[config.mk]
export PLATFORM = sky130hd
export DESIGN_NAME = xtea_block_cipher
export DESIGN_NICKNAME = d
export VERILOG_FILES = /design/src/sv/xtea_pkg.sv /design/src/sv/xtea_block_cipher.sv
export VERILOG_INCLUDE_DIRS = /design/src /design/src/sv
export SDC_FILE = /design/constraint.sdc
export NUM_CORES = 1
export LEC_CHECK = 0
export ABC_AREA = 1
export BUFFER_PORTS_ARGS = -buffer_cell sky130_fd_sc_hd__buf_2
export CAP_MARGIN = 20
export CORE_ASPECT_RATIO = 1.75
export CORE_UTILIZATION = 60
export DETAILED_ROUTE_END_ITERATION = 10
export GPL_TIMING_DRIVEN = 1
export PLACE_DENSITY_LB_ADDON = 0.25
export SKIP_CTS_REPAIR_TIMING = 1
export SLEW_MARGIN = 20
export SYNTH_ARGS = -nofsm -noshare
export SYNTH_HDL_FRONTEND = slang
export SYNTH_SLANG_ARGS = --single-unit
[constraint.sdc]
create_clock -name clk -period 6.9 [get_ports clk]
set_input_delay 0.69 -clock clk [delete_from_list [all_inputs] [get_ports clk]]
set_output_delay 0.69 -clock clk [all_outputs]
set_load 0.005 [all_outputs]
[src/sv/xtea_block_cipher_assert.svh]
// ----------------------------------------------------------------------------
// xtea_block_cipher_assert.svh
// Assertion macros used by the XTEA engine RTL.
// ----------------------------------------------------------------------------
`ifndef XTEA_BLOCK_CIPHER_ASSERT_SVH
`define XTEA_BLOCK_CIPHER_ASSERT_SVH

// same-cycle implication, sampled on clk, held off during reset
`define XTEA_ASSERT_NOW(lbl, ante, cons) \
  lbl: assert property (@(posedge clk) disable iff (!rst_n) (ante) |-> (cons)) \
    else $error("xtea: same-cycle check failed");

// next-cycle implication
`define XTEA_ASSERT_NEXT(lbl, ante, cons) \
  lbl: assert property (@(posedge clk) disable iff (!rst_n) (ante) |=> (cons)) \
    else $error("xtea: next-cycle check failed");

`endif

[src/sv/xtea_pkg.sv]
// ----------------------------------------------------------------------------
// xtea_pkg
// Word types, register indexes, microcode format and program for the XTEA
// engine.
// ----------------------------------------------------------------------------
`timescale 1ns / 1ps
`default_nettype none

package xtea_pkg;

  localparam int unsigned HALF_W     = 32;
  localparam int unsigned ROUNDS_W   = 8;
  localparam int unsigned CFG_IDX_W  = 3;
  localparam int unsigned CFG_DATA_W = 32;
  localparam int unsigned PC_W       = 4;

  localparam logic [HALF_W-1:0]   XTEA_DELTA     = 32'h9E37_79B9;
  // delta * 32 mod 2^32, the decrypt start sum for the reset round count
  localparam logic [HALF_W-1:0]   DEC_SUM_RESET  = 32'hC6EF_3720;
  localparam logic [ROUNDS_W-1:0] ROUNDS_RESET   = 8'd32;

  // configuration register indexes
  localparam logic [CFG_IDX_W-1:0] CFG_KEY_WORD_0  = 3'd0;
  localparam logic [CFG_IDX_W-1:0] CFG_KEY_WORD_1  = 3'd1;
  localparam logic [CFG_IDX_W-1:0] CFG_KEY_WORD_2  = 3'd2;
  localparam logic [CFG_IDX_W-1:0] CFG_KEY_WORD_3  = 3'd3;
  localparam logic [CFG_IDX_W-1:0] CFG_ROUND_COUNT = 3'd4;

  localparam logic OP_ENCRYPT = 1'b0;
  localparam logic OP_DECRYPT = 1'b1;

  typedef struct packed {
    logic              opcode;
    logic [HALF_W-1:0] data_first;
    logic [HALF_W-1:0] data_second;
  } xtea_in_t;

  typedef struct packed {
    logic [HALF_W-1:0] result_first;
    logic [HALF_W-1:0] result_second;
  } xtea_out_t;

  // jump conditions
  localparam logic [2:0] C_NEVER    = 3'd0;
  localparam logic [2:0] C_ALWAYS   = 3'd1;
  localparam logic [2:0] C_NO_IN    = 3'd2;
  localparam logic [2:0] C_CNT_ZERO = 3'd3;
  localparam logic [2:0] C_IS_DEC   = 3'd4;
  localparam logic [2:0] C_MORE     = 3'd5;
  localparam logic [2:0] C_OUT_BUSY = 3'd6;

  // program addresses
  localparam logic [PC_W-1:0] PC_WAIT     = 4'd0;
  localparam logic [PC_W-1:0] PC_ZERO     = 4'd1;
  localparam logic [PC_W-1:0] PC_DISPATCH = 4'd2;
  localparam logic [PC_W-1:0] PC_ENC_X    = 4'd3;
  localparam logic [PC_W-1:0] PC_ENC_Y    = 4'd4;
  localparam logic [PC_W-1:0] PC_ENC_END  = 4'd5;
  localparam logic [PC_W-1:0] PC_DEC_Y    = 4'd6;
  localparam logic [PC_W-1:0] PC_DEC_X    = 4'd7;
  localparam logic [PC_W-1:0] PC_DEC_END  = 4'd8;
  localparam logic [PC_W-1:0] PC_EMIT     = 4'd15;

  // one control word; jump to target when cond holds, else step on
  typedef struct packed {
    logic            load;     // take an input word
    logic            emit;     // write the output register
    logic            wr_x;     // half-round on x (mix of y)
    logic            wr_y;     // half-round on y (mix of x)
    logic            sub;      // decrypt direction
    logic            s_step;   // move the sum by delta
    logic            cnt_dec;  // one round finished
    logic [2:0]      cond;
    logic [PC_W-1:0] target;
  } xtea_uop_t;

  function automatic xtea_uop_t xtea_ucode(input logic [PC_W-1:0] pc);
    xtea_uop_t u;
    u = '0;
    case (pc)
      PC_WAIT: begin
        u.load = 1'b1; u.cond = C_NO_IN; u.target = PC_WAIT;
      end
      PC_ZERO: begin
        u.cond = C_CNT_ZERO; u.target = PC_EMIT;
      end
      PC_DISPATCH: begin
        u.cond = C_IS_DEC; u.target = PC_DEC_Y;
      end
      PC_ENC_X: begin
        u.wr_x = 1'b1; u.s_step = 1'b1; u.cond = C_NEVER;
      end
      PC_ENC_Y: begin
        u.wr_y = 1'b1; u.cnt_dec = 1'b1; u.cond = C_MORE; u.target = PC_ENC_X;
      end
      PC_ENC_END: begin
        u.cond = C_ALWAYS; u.target = PC_EMIT;
      end
      PC_DEC_Y: begin
        u.wr_y = 1'b1; u.sub = 1'b1; u.s_step = 1'b1; u.cond = C_NEVER;
      end
      PC_DEC_X: begin
        u.wr_x = 1'b1; u.sub = 1'b1; u.cnt_dec = 1'b1;
        u.cond = C_MORE; u.target = PC_DEC_Y;
      end
      PC_DEC_END: begin
        u.cond = C_ALWAYS; u.target = PC_EMIT;
      end
      PC_EMIT: begin
        // falls through to address zero by wrap-around
        u.emit = 1'b1; u.cond = C_OUT_BUSY; u.target = PC_EMIT;
      end
      default: begin
        u.cond = C_ALWAYS; u.target = PC_WAIT;
      end
    endcase
    return u;
  endfunction

  function automatic logic [HALF_W-1:0] xtea_mix(input logic [HALF_W-1:0] h);
    return ((h << 4) ^ (h >> 5)) + h;
  endfunction

endpackage

`default_nettype wire

[src/sv/xtea_block_cipher.sv]
// ----------------------------------------------------------------------------
// xtea_block_cipher
// XTEA engine, 64-bit block, 128-bit key, run by a small microcode program.
// ----------------------------------------------------------------------------
// An input word carries an opcode (encrypt/decrypt) and the block as two
// 32-bit halves; each word yields exactly one output word. The user must
// write key words and the round count on the cfg port only while the engine
// is idle; the block itself does not enforce this (indexes 0..3 key words,
// 4 round count, others ignored). A 16-entry microcode ROM steps a single
// half-round datapath: one half-round per cycle, with the x and y
// half-rounds of each round framed by the zero-round test, dispatch, end
// and emit steps of the program. The engine takes one item at a time;
// the finished word sits in the output register, so the next input word is
// taken while the last result is still stalled. The decrypt start sum
// (delta * rounds) is formed when the round count is written.
// ----------------------------------------------------------------------------
`timescale 1ns / 1ps
`default_nettype none

module xtea_block_cipher import xtea_pkg::*; (
  input  logic                  clk,
  input  logic                  rst_n,
  // configuration
  input  logic                  cfg_we,
  input  logic [CFG_IDX_W-1:0]  cfg_index,
  input  logic [CFG_DATA_W-1:0] cfg_data,
  // input words
  input  logic                  in_valid,
  output logic                  in_stall,
  input  xtea_in_t              in_word,
  // output words
  output logic                  out_valid,
  input  logic                  out_stall,
  output xtea_out_t             out_word
);

  // configuration registers
  logic [HALF_W-1:0]   key_r [4];
  logic [ROUNDS_W-1:0] rounds_r;
  logic [HALF_W-1:0]   dec_sum_r;

  // sequencer
  logic [PC_W-1:0]     pc_r, pc_nxt;
  xtea_uop_t           uop;
  logic                jump;

  // datapath
  logic                op_r;
  logic [HALF_W-1:0]   x_r, y_r, s_r;
  logic [ROUNDS_W-1:0] cnt_r;
  logic [HALF_W-1:0]   mix_src, round_f, acc, acc_new, s_new;
  logic [1:0]          key_idx;

  // output register
  logic                out_valid_r;
  xtea_out_t           out_word_r;

  logic in_take, out_take, out_blocked;

  assign uop         = xtea_ucode(pc_r);
  assign in_stall    = !uop.load;
  assign in_take     = in_valid && uop.load;
  assign out_take    = out_valid_r && !out_stall;
  assign out_blocked = out_valid_r && out_stall;
  assign out_valid   = out_valid_r;
  assign out_word    = out_word_r;

  // --- jump condition and next step ---
  always_comb begin
    case (uop.cond)
      C_NEVER:    jump = 1'b0;
      C_ALWAYS:   jump = 1'b1;
      C_NO_IN:    jump = !in_valid;
      C_CNT_ZERO: jump = (cnt_r == '0);
      C_IS_DEC:   jump = (op_r == OP_DECRYPT);
      C_MORE:     jump = (cnt_r != ROUNDS_W'(1));
      C_OUT_BUSY: jump = out_blocked;
      default:    jump = 1'b0;
    endcase
    pc_nxt = jump ? uop.target : pc_r + PC_W'(1);
  end

  // --- half-round: acc +/- (mix(other) ^ (sum + key[sel])) ---
  // x uses sum bits 1:0, y uses sum bits 12:11
  always_comb begin
    mix_src = uop.wr_x ? y_r : x_r;
    acc     = uop.wr_x ? x_r : y_r;
    key_idx = uop.wr_x ? s_r[1:0] : s_r[12:11];
    round_f = xtea_mix(mix_src) ^ (s_r + key_r[key_idx]);
    acc_new = uop.sub ? (acc - round_f) : (acc + round_f);
    s_new   = uop.sub ? (s_r - XTEA_DELTA) : (s_r + XTEA_DELTA);
  end

  // --- configuration ---
  always_ff @(posedge clk) begin
    if (!rst_n) begin
      key_r[0]  <= '0;
      key_r[1]  <= '0;
      key_r[2]  <= '0;
      key_r[3]  <= '0;
      rounds_r  <= ROUNDS_RESET;
      dec_sum_r <= DEC_SUM_RESET;
    end else if (cfg_we) begin
      case (cfg_index)
        CFG_KEY_WORD_0:  key_r[0] <= cfg_data;
        CFG_KEY_WORD_1:  key_r[1] <= cfg_data;
        CFG_KEY_WORD_2:  key_r[2] <= cfg_data;
        CFG_KEY_WORD_3:  key_r[3] <= cfg_data;
        CFG_ROUND_COUNT: begin
          rounds_r  <= cfg_data[ROUNDS_W-1:0];
          // 32x8 product, wraps mod 2^32
          dec_sum_r <= HALF_W'(XTEA_DELTA * {{(HALF_W-ROUNDS_W){1'b0}},
                                             cfg_data[ROUNDS_W-1:0]});
        end
        default: ;
      endcase
    end
  end

  // --- sequencer ---
  always_ff @(posedge clk) begin
    if (!rst_n) begin
      pc_r <= PC_WAIT;
    end else if (!uop.load || in_take) begin
      pc_r <= pc_nxt;
    end
  end

  // --- working registers (no reset: always loaded before use) ---
  always_ff @(posedge clk) begin
    if (in_take) begin
      op_r  <= in_word.opcode;
      x_r   <= in_word.data_first;
      y_r   <= in_word.data_second;
      s_r   <= (in_word.opcode == OP_DECRYPT) ? dec_sum_r : '0;
      cnt_r <= rounds_r;
    end else begin
      if (uop.wr_x)    x_r   <= acc_new;
      if (uop.wr_y)    y_r   <= acc_new;
      if (uop.s_step)  s_r   <= s_new;
      if (uop.cnt_dec) cnt_r <= cnt_r - ROUNDS_W'(1);
    end
  end

  // --- output register ---
  always_ff @(posedge clk) begin
    if (!rst_n) begin
      out_valid_r <= 1'b0;
    end else if (uop.emit && !out_blocked) begin
      out_valid_r <= 1'b1;
    end else if (out_take) begin
      out_valid_r <= 1'b0;
    end
  end

  always_ff @(posedge clk) begin
    if (uop.emit && !out_blocked) begin
      out_word_r.result_first  <= x_r;
      out_word_r.result_second <= y_r;
    end
  end

  // --- checks ---
`include "xtea_block_cipher_assert.svh"

  // an accepted word starts the program at the zero-round test
  `XTEA_ASSERT_NEXT(a_take_starts, in_take, pc_r == PC_ZERO)
  // a round never finishes with the counter already spent
  `XTEA_ASSERT_NOW(a_cnt_live, uop.cnt_dec, cnt_r != '0)
  // the emit step that is not held back always presents a word
  `XTEA_ASSERT_NEXT(a_emit_shows, (pc_r == PC_EMIT) && !out_blocked, out_valid_r)
  // a fresh output word only comes from the emit step
  `XTEA_ASSERT_NOW(a_rise_from_emit, $rose(out_valid_r), $past(pc_r) == PC_EMIT)

endmodule

`default_nettype wire

After elaboration in Yosys (flattened, before gate mapping)
Memory sizes are Yosys's and may differ from the RTL's.
Cells that the tools add are included.
Widths: inputs -> output; s select.
{"block": "classes", "n_bitwise": 6, "n_mux": 48, "n_addsub": 8, "multipliers": 1, "n_reduce_logical": 25, "eq_ne": 20}
{"cell": "$mux 32", "n": 15}
{"cell": "$add 32x32->32", "n": 3}
{"cell": "$add 32x32->32 const B", "n": 1}
{"cell": "$mul 32x8->32 const A", "n": 1}
{"cell": "$sub 32x32->32", "n": 1}
{"cell": "$sub 32x32->32 const B", "n": 1}
{"cell": "$xor 32x27->32", "n": 1}
{"cell": "$xor 32x32->32", "n": 1}
{"cell": "$mux 1", "n": 26}
{"cell": "$pmux 3 s6", "n": 1}
{"cell": "$eq 4x3->1 const B", "n": 4}
{"cell": "$mux 8", "n": 2}
{"cell": "$eq 3x2->1 const B", "n": 4}
{"cell": "$eq 3x3->1 const B", "n": 4}
{"cell": "$pmux 4 s3", "n": 1}
{"cell": "$reduce_or 2->1", "n": 6}
{"cell": "$reduce_bool 2->1", "n": 5}
{"cell": "$eq 4x2->1 const B", "n": 2}
{"cell": "$eq 4x4->1 const B", "n": 2}
{"cell": "$logic_not 8->1", "n": 1}
{"cell": "$ne 8x1->1 const B", "n": 1}
{"cell": "$sub 8x1->8 const B", "n": 1}
{"cell": "$eq 3x1->1 const B", "n": 2}
{"cell": "$pmux 1 s6", "n": 1}
{"cell": "12 further kinds", "n": 21}
{"block": "word_totals", "memories": 1, "inputBits": 105, "output_inout_bits": 66, "register_bits": 214, "ramBits": 128}
{"name": "key_r", "depth": 4, "width": 32, "read_ports": 1, "rd_clocked_by_memory_dff": 0, "write_ports": 4, "line": "xtea_block_cipher.sv:38", "rtl": "logic [HALF_W-1:0] key_r [4];"}

Longest topological paths before layout
Gate-level depths: netlist of run 1.
{"block": "logic_depth", "word_depth": 11, "ltp_mapped": 45, "ltp_nobuf": 43}

Least setup slack after synthesis of run 1
OpenSTA, ideal clock, no wires.
{"block": "synth_timing", "path_kind": "register -> register", "start": "register pc_r[0]", "end": "register x_r[29] (data pin)", "setup_time_ns": 0.262, "t_required_ns": 6.638, "synth_period_minus_slack_ns": 5.543, "stages_incl_launch_ff": 36, "setup_slack_ns": 1.357, "arrival_ns": 5.281, "cell_sequence": "dfxtp_1 ha_1 nand2_2 nand2_8 inv_4 nand2_4 nand2_4 inv_2 buf_6 clkbuf_1 nor2_1 o22ai_1 ha_1 fa_1 xnor2_1 ha_1 nand3_1 nor2_1 nand2_2 nor2_2 nand2_2 nor2_4 nand2_2 nor3_4 nand2_1 nand2_2 nand2_2 xor2_1 ha_1 a21oi_1 o21ai_0 a211o_1 a21oi_1 o21ai_0 o21ai_0 nand2_1"}
{"block": "synth_via", "elab_chain_len": 11}
{"element": "start, declared", "line": "xtea_block_cipher.sv:43", "rtl": "logic [PC_W-1:0] pc_r, pc_nxt;"}
{"element": "start signal, assigned", "line": "xtea_block_cipher.sv:125", "rtl": "pc_r <= pc_nxt;"}
{"element": "$eq 4x3->1 / $eq 4x2->1 (equally long branches)", "line": "xtea_pkg.sv:80", "rtl": "case (pc)"}
{"element": "$reduce_or 2->1 (no source line)"}
{"element": "$mux 1", "line": "xtea_pkg.sv:80"}
{"element": "$mux 2 / $mux 32 (equally long branches)", "line": "xtea_block_cipher.sv:88, xtea_block_cipher.sv:86"}
{"element": "$mem_v2 4x32 / $xor 32x27->32 (equally long branches)"}
{"element": "$add 32x32->32 (on tied branches)", "line": "xtea_block_cipher.sv:89, xtea_pkg.sv:121"}
{"element": "$xor 32x32->32", "line": "xtea_block_cipher.sv:89", "rtl": "round_f = xtea_mix(mix_src) ^ (s_r + key_r[key_idx]);"}
{"element": "$add 32x32->32 / $sub 32x32->32 (equally long branches)", "line": "xtea_block_cipher.sv:90", "rtl": "acc_new = uop.sub ? (acc - round_f) : (acc + round_f);"}
{"element": "$mux 32", "line": "xtea_block_cipher.sv:90"}
{"element": "$mux 32", "line": "xtea_block_cipher.sv:138", "rtl": "if (uop.wr_x) x_r <= acc_new;"}
{"element": "$mux 32 (*)", "line": "xtea_block_cipher.sv:131", "rtl": "if (in_take) begin"}
{"element": "end signal, assigned", "line": "xtea_block_cipher.sv:133", "rtl": "x_r <= in_word.data_first;"}
{"element": "end signal, assigned", "line": "xtea_block_cipher.sv:138"}
{"element": "end, declared", "line": "xtea_block_cipher.sv:49", "rtl": "logic [HALF_W-1:0] x_r, y_r, s_r;"}
Every way passes the cells marked *; elsewhere a longest branch is shown, timed or not. The select of a mux whose other input is x is not followed.
A chain may end at the register's enable or synchronous reset.

Final worst setup path of run 1
{"block": "layout_timing", "start": "register pc_r[1]", "end": "register y_r[31] (data pin)"}
{"block": "layout_via", "elab_chain_len": 11}
{"element": "$eq 4x3->1 / $eq 4x2->1 (equally long branches)", "line": "xtea_pkg.sv:80"}
{"element": "$reduce_or 2->1 (no source line)"}
{"element": "$mux 1", "line": "xtea_pkg.sv:80"}
{"element": "$mux 2 / $mux 32 (equally long branches)", "line": "xtea_block_cipher.sv:88, xtea_block_cipher.sv:86"}
{"element": "$mem_v2 4x32 / $xor 32x27->32 (equally long branches)"}
{"element": "$add 32x32->32 (on tied branches)", "line": "xtea_block_cipher.sv:89, xtea_pkg.sv:121"}
{"element": "$xor 32x32->32", "line": "xtea_block_cipher.sv:89"}
{"element": "$add 32x32->32 / $sub 32x32->32 (equally long branches)", "line": "xtea_block_cipher.sv:90"}
{"element": "$mux 32", "line": "xtea_block_cipher.sv:90"}
{"element": "$mux 32", "line": "xtea_block_cipher.sv:139", "rtl": "if (uop.wr_y) y_r <= acc_new;"}
{"element": "$mux 32 (*)", "line": "xtea_block_cipher.sv:131"}
{"element": "end signal, assigned", "line": "xtea_block_cipher.sv:134", "rtl": "y_r <= in_word.data_second;"}
{"element": "end signal, assigned", "line": "xtea_block_cipher.sv:139"}
{"element": "end, declared", "line": "xtea_block_cipher.sv:49"}
Marked as above.

==> results of run 1 <==
layout make-up:
type	instances	area (um2)	area share, %
flip-flops and latches	339	9760	32.3
inverters	518	1950	6.46
clock inverters	16	210	0.696
repair buffers	269	1640	5.42
well taps	572	716	2.37
clock buffers	36	773	2.56
multi-input cells	2625	15200	50.2
cells in the final DEF, fill, tap and decap left out, drive strengths merged, types with 36 or more instances in the layout:
cell type    n
buf        269
a21oi      223
inv        522
xor2        75
edfxtp     297
nand2      944
nand3      164
fa          66
clkbuf      36
ha         198
xnor2       49
nor2       408
o22ai       36
o21ai      281
dfxtp       42
path summary, 6_finish.rpt:
check / end / slack [ps] / start
max: y_r[31] / 330 / pc_r[1]
max reg2reg: y_r[31] / 330 / pc_r[1]
min: op_r / 280 / in_word[64]
min reg2reg: out_word[1] / 440 / y_r[1]
state kept, by name, summed over array words and instances (netlist names):
register   cells
cnt_r          8
out_valid      1
y_r           32
dec_sum_r     29
rounds_r       8
pc_r           4
x_r           32
op_r           1
key_r        128
s_r           32
out_word      64
per-stage QoR:
| stage | util [%] | setup slack (ps) | instance area [um2] | hold slack, ps | instances |
|---|---|---|---|---|---|
| final | 68.2 | 334 | 30200 | 281 | 4375 |
| after global routing | 68.2 | 0.425 | 30200 | 278 | 4375 |
| after CTS | 67.9 | 104 | 30100 | 262 | 4375 |
| after detailed placement | 65.7 | 138 | 29100 | 433 | 4323 |
| after global placement | 65.7 | 220 | 29100 | 432 | 4323 |
| after floorplan | - | 1360 | 27000 | 426 | 3561 |
logic make-up (layout without fill, tap and decap cells):
logic type / count (synthesis) / in the layout / synth area share [%]
AND/OR/NAND/NOR: 1605 / 1605 / 24.6
AO/OA/AOI/OAI: 632 / 632 / 12.9
buffers and inverters: 597 / 839 / 8.34
flip-flops: 339 / 339 / 36.1
adder cells (fa/ha/maj): 264 / 264 / 14.1
XOR/XNOR: 124 / 124 / 4.05
routing by layer:
metal  global-route usage, %  vias up
li1                        -    12100
met1                    35.6    11600
met2                    73.7     1118
met3                    6.93      428
met4                    38.7        0
met5                       0        -
critical path, delay by kind of cell (launching register included):
family	cells	cell delay, ps
adders and majority gates	3	950
buffers and inverters	4	620
and+or+nand+nor	17	2000
AOI/OAI and AO/OA	10	2140
xor gates and xnor gates	1	160
DFF	1	420
cell usage after synthesis (all sizes together) (4+ instances only):
| cell | number |
|---|---|
| a21boi | 9 |
| a21o | 12 |
| a21oi | 223 |
| a221oi | 8 |
| a31oi | 13 |
| and2 | 6 |
| buf | 7 |
| clkbuf | 72 |
| dfxtp | 42 |
| edfxtp | 297 |
| fa | 66 |
| ha | 198 |
| inv | 518 |
| nand2 | 944 |
| nand3 | 164 |
| nand3b | 12 |
| nand4 | 31 |
| nor2 | 408 |
| nor3 | 22 |
| nor4 | 4 |
| o211ai | 8 |
| o21a | 7 |
| o21ai | 281 |
| o21bai | 18 |
| o22ai | 36 |
| o31ai | 4 |
| or2 | 12 |
| xnor2 | 49 |
| xor2 | 75 |
==> metrics.yaml, run 1 <==
run_status:
  outcome: "completed"
route:
  met3_length_um: 5630
  wl_met1_um: 28300
  avgViaCountPerCell: 5.77
  vias: 25200
  routedWlPerCell_um: 20.8
  routed_wl_um: 90800
  met2_length_um: 46800
  first_iter_violations: 2105
  highest_layer: "met4"
  drt_first_pass_iters: 9
  ant_nets: 0
  remaining_drc_errors: 0
critical_path:
  cp.arrival_ps: 6920
  critical_path_required_ps: 7260
  crit_type: "register to register"
  start_kind: "register"
  endpoint_kind: "register"
  critPathMaxFanout: 27
  rr_worst_depth: 35
  slowest_delay_ps: 420
  cp_common_cell: "nand2_1"
  slowest_stage: "dfxtp_1"
global_routing:
  grt.total_usage_pct: 39.8
  first_global_vias: 25300
  grt_pass1_wl_um: 136000
  grt_max_degree: 79
  grt_overflow: 0
  antenna_found_initial: 0
floorplan:
  die_y_um: 283
  ios: 171
  rows: 102
  start_util_pct: 61.0
  core_area_um2: 44300
  die_w_um: 162
  die-area_um2: 45900
clock_network:
  clk_pin_slew_worst_paths_ps: 80
  numClockSinks: 339
  root_buffer: "clkbuf_16"
  cts_tree: "built"
  clkLatencyLatePin_ps: 630
  numCtsBuffers: 30
  cts_buffer_depth: 3
  htree_levels: 1
final_layout:
  diodes: 0
  fillers: 3865
  final_layout_size_suffix_gt1_share_pct: 11.2
  final_nets: 4152
  area_growth_pct: 11.8
logic_synthesis:
  synth_async_sr_flop_share_pct: 0
  synth-seq-area-share_pct: 36.1
  syn_nets: 3930
  ys_ff_latch: 339
  synth.distinct_cells: 59
  synth_ff_type: "edfxtp_1"
  synth_top_area_share_pct: 33.0
  yosys.area.top_type: "edfxtp_1"
  synth_area_leaders: "edfxtp_1, nand2_1, ha_1"
  synthesis.area_um2: 27000
  synth_area_per_cell_um2: 7.59
  ys_warn_count: 0
  synthCells: 3561
  synth-edff-count: 297
timing:
  relSlewSlack_pct: 30.5
  rsz0062_at_grt: "false"
  period_needed_ps: 6570
  fin_setup_tns_ps: 0
  hold_violations: 0
  finalSetupViolCount: 0
  max_clock_freq_ghz: 0.152
  fin_worst_skew_ps: 40.8
  fin_crit_sh_pct: 95.2
  maxSlewViolCount: 0
  max_slew.worst_pin.slew_ps: 1040
place:
  finalWeightedCongestion: 1.06
  io_buffers: 170
  place_hpwl_um: 70800
job:
  maxCapViolCount: 0
hold_path:
  holdPathStages: 1
  worstHoldPathType: "primary input to register"
Power of run 1 is not shown: default switching activity piles up to over one toggle a cycle in this logic, so the estimate is an artifact.
==> run 2: changes to the inputs <==
--- a/config.mk
+++ b/config.mk
@@ -12,7 +12,7 @@
 export CORE_ASPECT_RATIO = 1.75
 export CORE_UTILIZATION = 60
 export DETAILED_ROUTE_END_ITERATION = 10
-export GPL_TIMING_DRIVEN = 1
+export GPL_TIMING_DRIVEN = 0
 export PLACE_DENSITY_LB_ADDON = 0.25
 export SKIP_CTS_REPAIR_TIMING = 1
 export SLEW_MARGIN = 20
==> metrics.yaml, run 2 (synthesized netlist as in run 1, its figures left out) <==
place:
  place_area_um2: 28900  # was 29100 um2
  io_buffers: 169  # was 170
  finalWeightedCongestion: 1.06  # about the same
  place_hpwl_um: 74200  # was 70800 um
route:
  drt_first_pass_iters: 8  # was 9
  routed_wl_um: 93600  # was 90800 um
  remaining_drc_errors: 0  # unchanged
  first_iter_violations: 2195  # was 2105
  avgViaCountPerCell: 5.87  # was 5.77
  vias: 25700  # was 25200
  routedWlPerCell_um: 21.4  # was 20.8 um
  ant_nets: 0  # unchanged
clock_network:
  root_buffer: "clkbuf_16"  # unchanged
  clkLatencyLatePin_ps: 620  # was 630 ps
  htree_levels: 1  # unchanged
  cts_buffer_depth: 3  # unchanged
  clk_pin_slew_worst_paths_ps: 70  # was 80 ps
  numClockSinks: 339  # unchanged
  numCtsBuffers: 30  # unchanged
  cts_tree: "built"  # unchanged
final_layout:
  area_growth_pct: 12.0  # was 11.8%
  utilization_pct: 68.3  # was 68.2%
  final_cell_mix: "nand2_1, inv_1, nor2_1, edfxtp_1, o21ai_0"  # unchanged
  final_layout_size_suffix_gt1_share_pct: 10.8  # was 11.2%
  top_register: "key_r"  # unchanged
  final_common_cell: "nand2_1"  # unchanged
  final_nets: 4144  # was 4152
  final_area_um2: 30300  # was 30200 um2
  largest_reg_flops: 128  # unchanged
critical_path:
  cp_common_cell: "nand2_1"  # unchanged
  cp.arrival_ps: 7060  # was 6920 ps
  slowest_stage: "o21ai_0"  # was dfxtp_1
  cp_top_family: "compound AO/OA/AOI/OAI gates"  # unchanged
  endpoint_kind: "register"  # unchanged
  slowest_delay_ps: 600  # was 420 ps
  critical_path_required_ps: 7260  # about the same
  critPathBufInv: 3  # was 4
  crit_type: "register to register"  # unchanged
  start_kind: "register"  # unchanged
  critPathMaxFanout: 10  # was 27
floorplan:
  start_util_pct: 61.0  # unchanged
  die_y_um: 283  # unchanged
  die-area_um2: 45900  # unchanged
  rows: 102  # unchanged
  die_w_um: 162  # unchanged
  core_area_um2: 44300  # unchanged
  ios: 171  # unchanged
timing:
  period_needed_ps: 6700  # was 6570 ps
  relSlewSlack_pct: 18.1  # was 30.5%
  fin_worst_skew_ps: 15.9  # was 40.8 ps
  hold_violations: 0  # unchanged
  max_clock_freq_ghz: 0.149  # was 0.152 GHz
  max_slew.worst_pin.slew_ps: 1230  # was 1040 ps
  hold-worst-slack_ps: 270  # was 281 ps
  fin_crit_sh_pct: 97.1  # was 95.2%
  finalSetupViolCount: 0  # unchanged
  maxSlewViolCount: 0  # unchanged
global_routing:
  grt.total_usage_pct: 41.4  # was 39.8%
  first_global_vias: 25800  # was 25300
  grt_max_degree: 27  # was 79
  grt_pass1_wl_um: 140000  # was 136000 um
  grt_overflow: 0  # unchanged
  antenna_found_initial: 2  # was 0
job:
  maxCapViolCount: 0  # unchanged
hold_path:
  worstHoldPathType: "primary input to register"  # unchanged
run_status:
  outcome: "completed"  # unchanged
[run 2: layout make-up]
| type | count | area, um2 |
|---|---|---|
| repair buffers | 183 | 1130 |
| diodes | 2 | 5.00 |
| well taps | 572 | 716 |
| clock buffers | 36 | 773 |
| clock inverters | 19 | 135 |
| flip-flops and latches | 339 | 9760 |
| plain buffers | 78 | 353 |
| inverters | 518 | 1950 |
| fillers | 3852 | 14000 |
| multi-input cells | 2625 | 15400 |
[run 2: path summary, 6_finish.rpt]
path | start | to | slack [ps] | depth (start not counted)
worst min-delay path | in_word[64] | op_r | 270 | 1
worst max-delay path | pc_r[0] | y_r[25] | 200 | 25
worst max register to register | pc_r[0] | y_r[25] | 200 | 25
worst min register to register | y_r[3] | out_word[3] | 450 | 0
[run 2: through the flow]
| step | std cells | setup TNS [ps] | worst slack [ps] |
|---|---|---|---|
| final | 4372 | 0 | 199 |
| after detailed placement | 4312 | -13750 | -1170 |
| after global placement | 4302 | -12260 | -1170 |
| after global routing | 4370 | -181 | -52.2 |
| after floorplan | 3561 | 0 | 1360 |
| after CTS | 4367 | -14190 | -1200 |
[run 2: layer usage]
| metal | global-route usage, % | vias up | routed length, um |
|---|---|---|---|
| met2 | 74.6 | 1284 | 46400 |
| li1 | - | 12100 | - |
| met3 | 8.59 | 555 | 6420 |
| met1 | 36.3 | 11700 | 28400 |
| met4 | 44.2 | 2 | 12300 |
| met5 | 0 | - | 12 |
Power of run 2 is left out for the same reason.
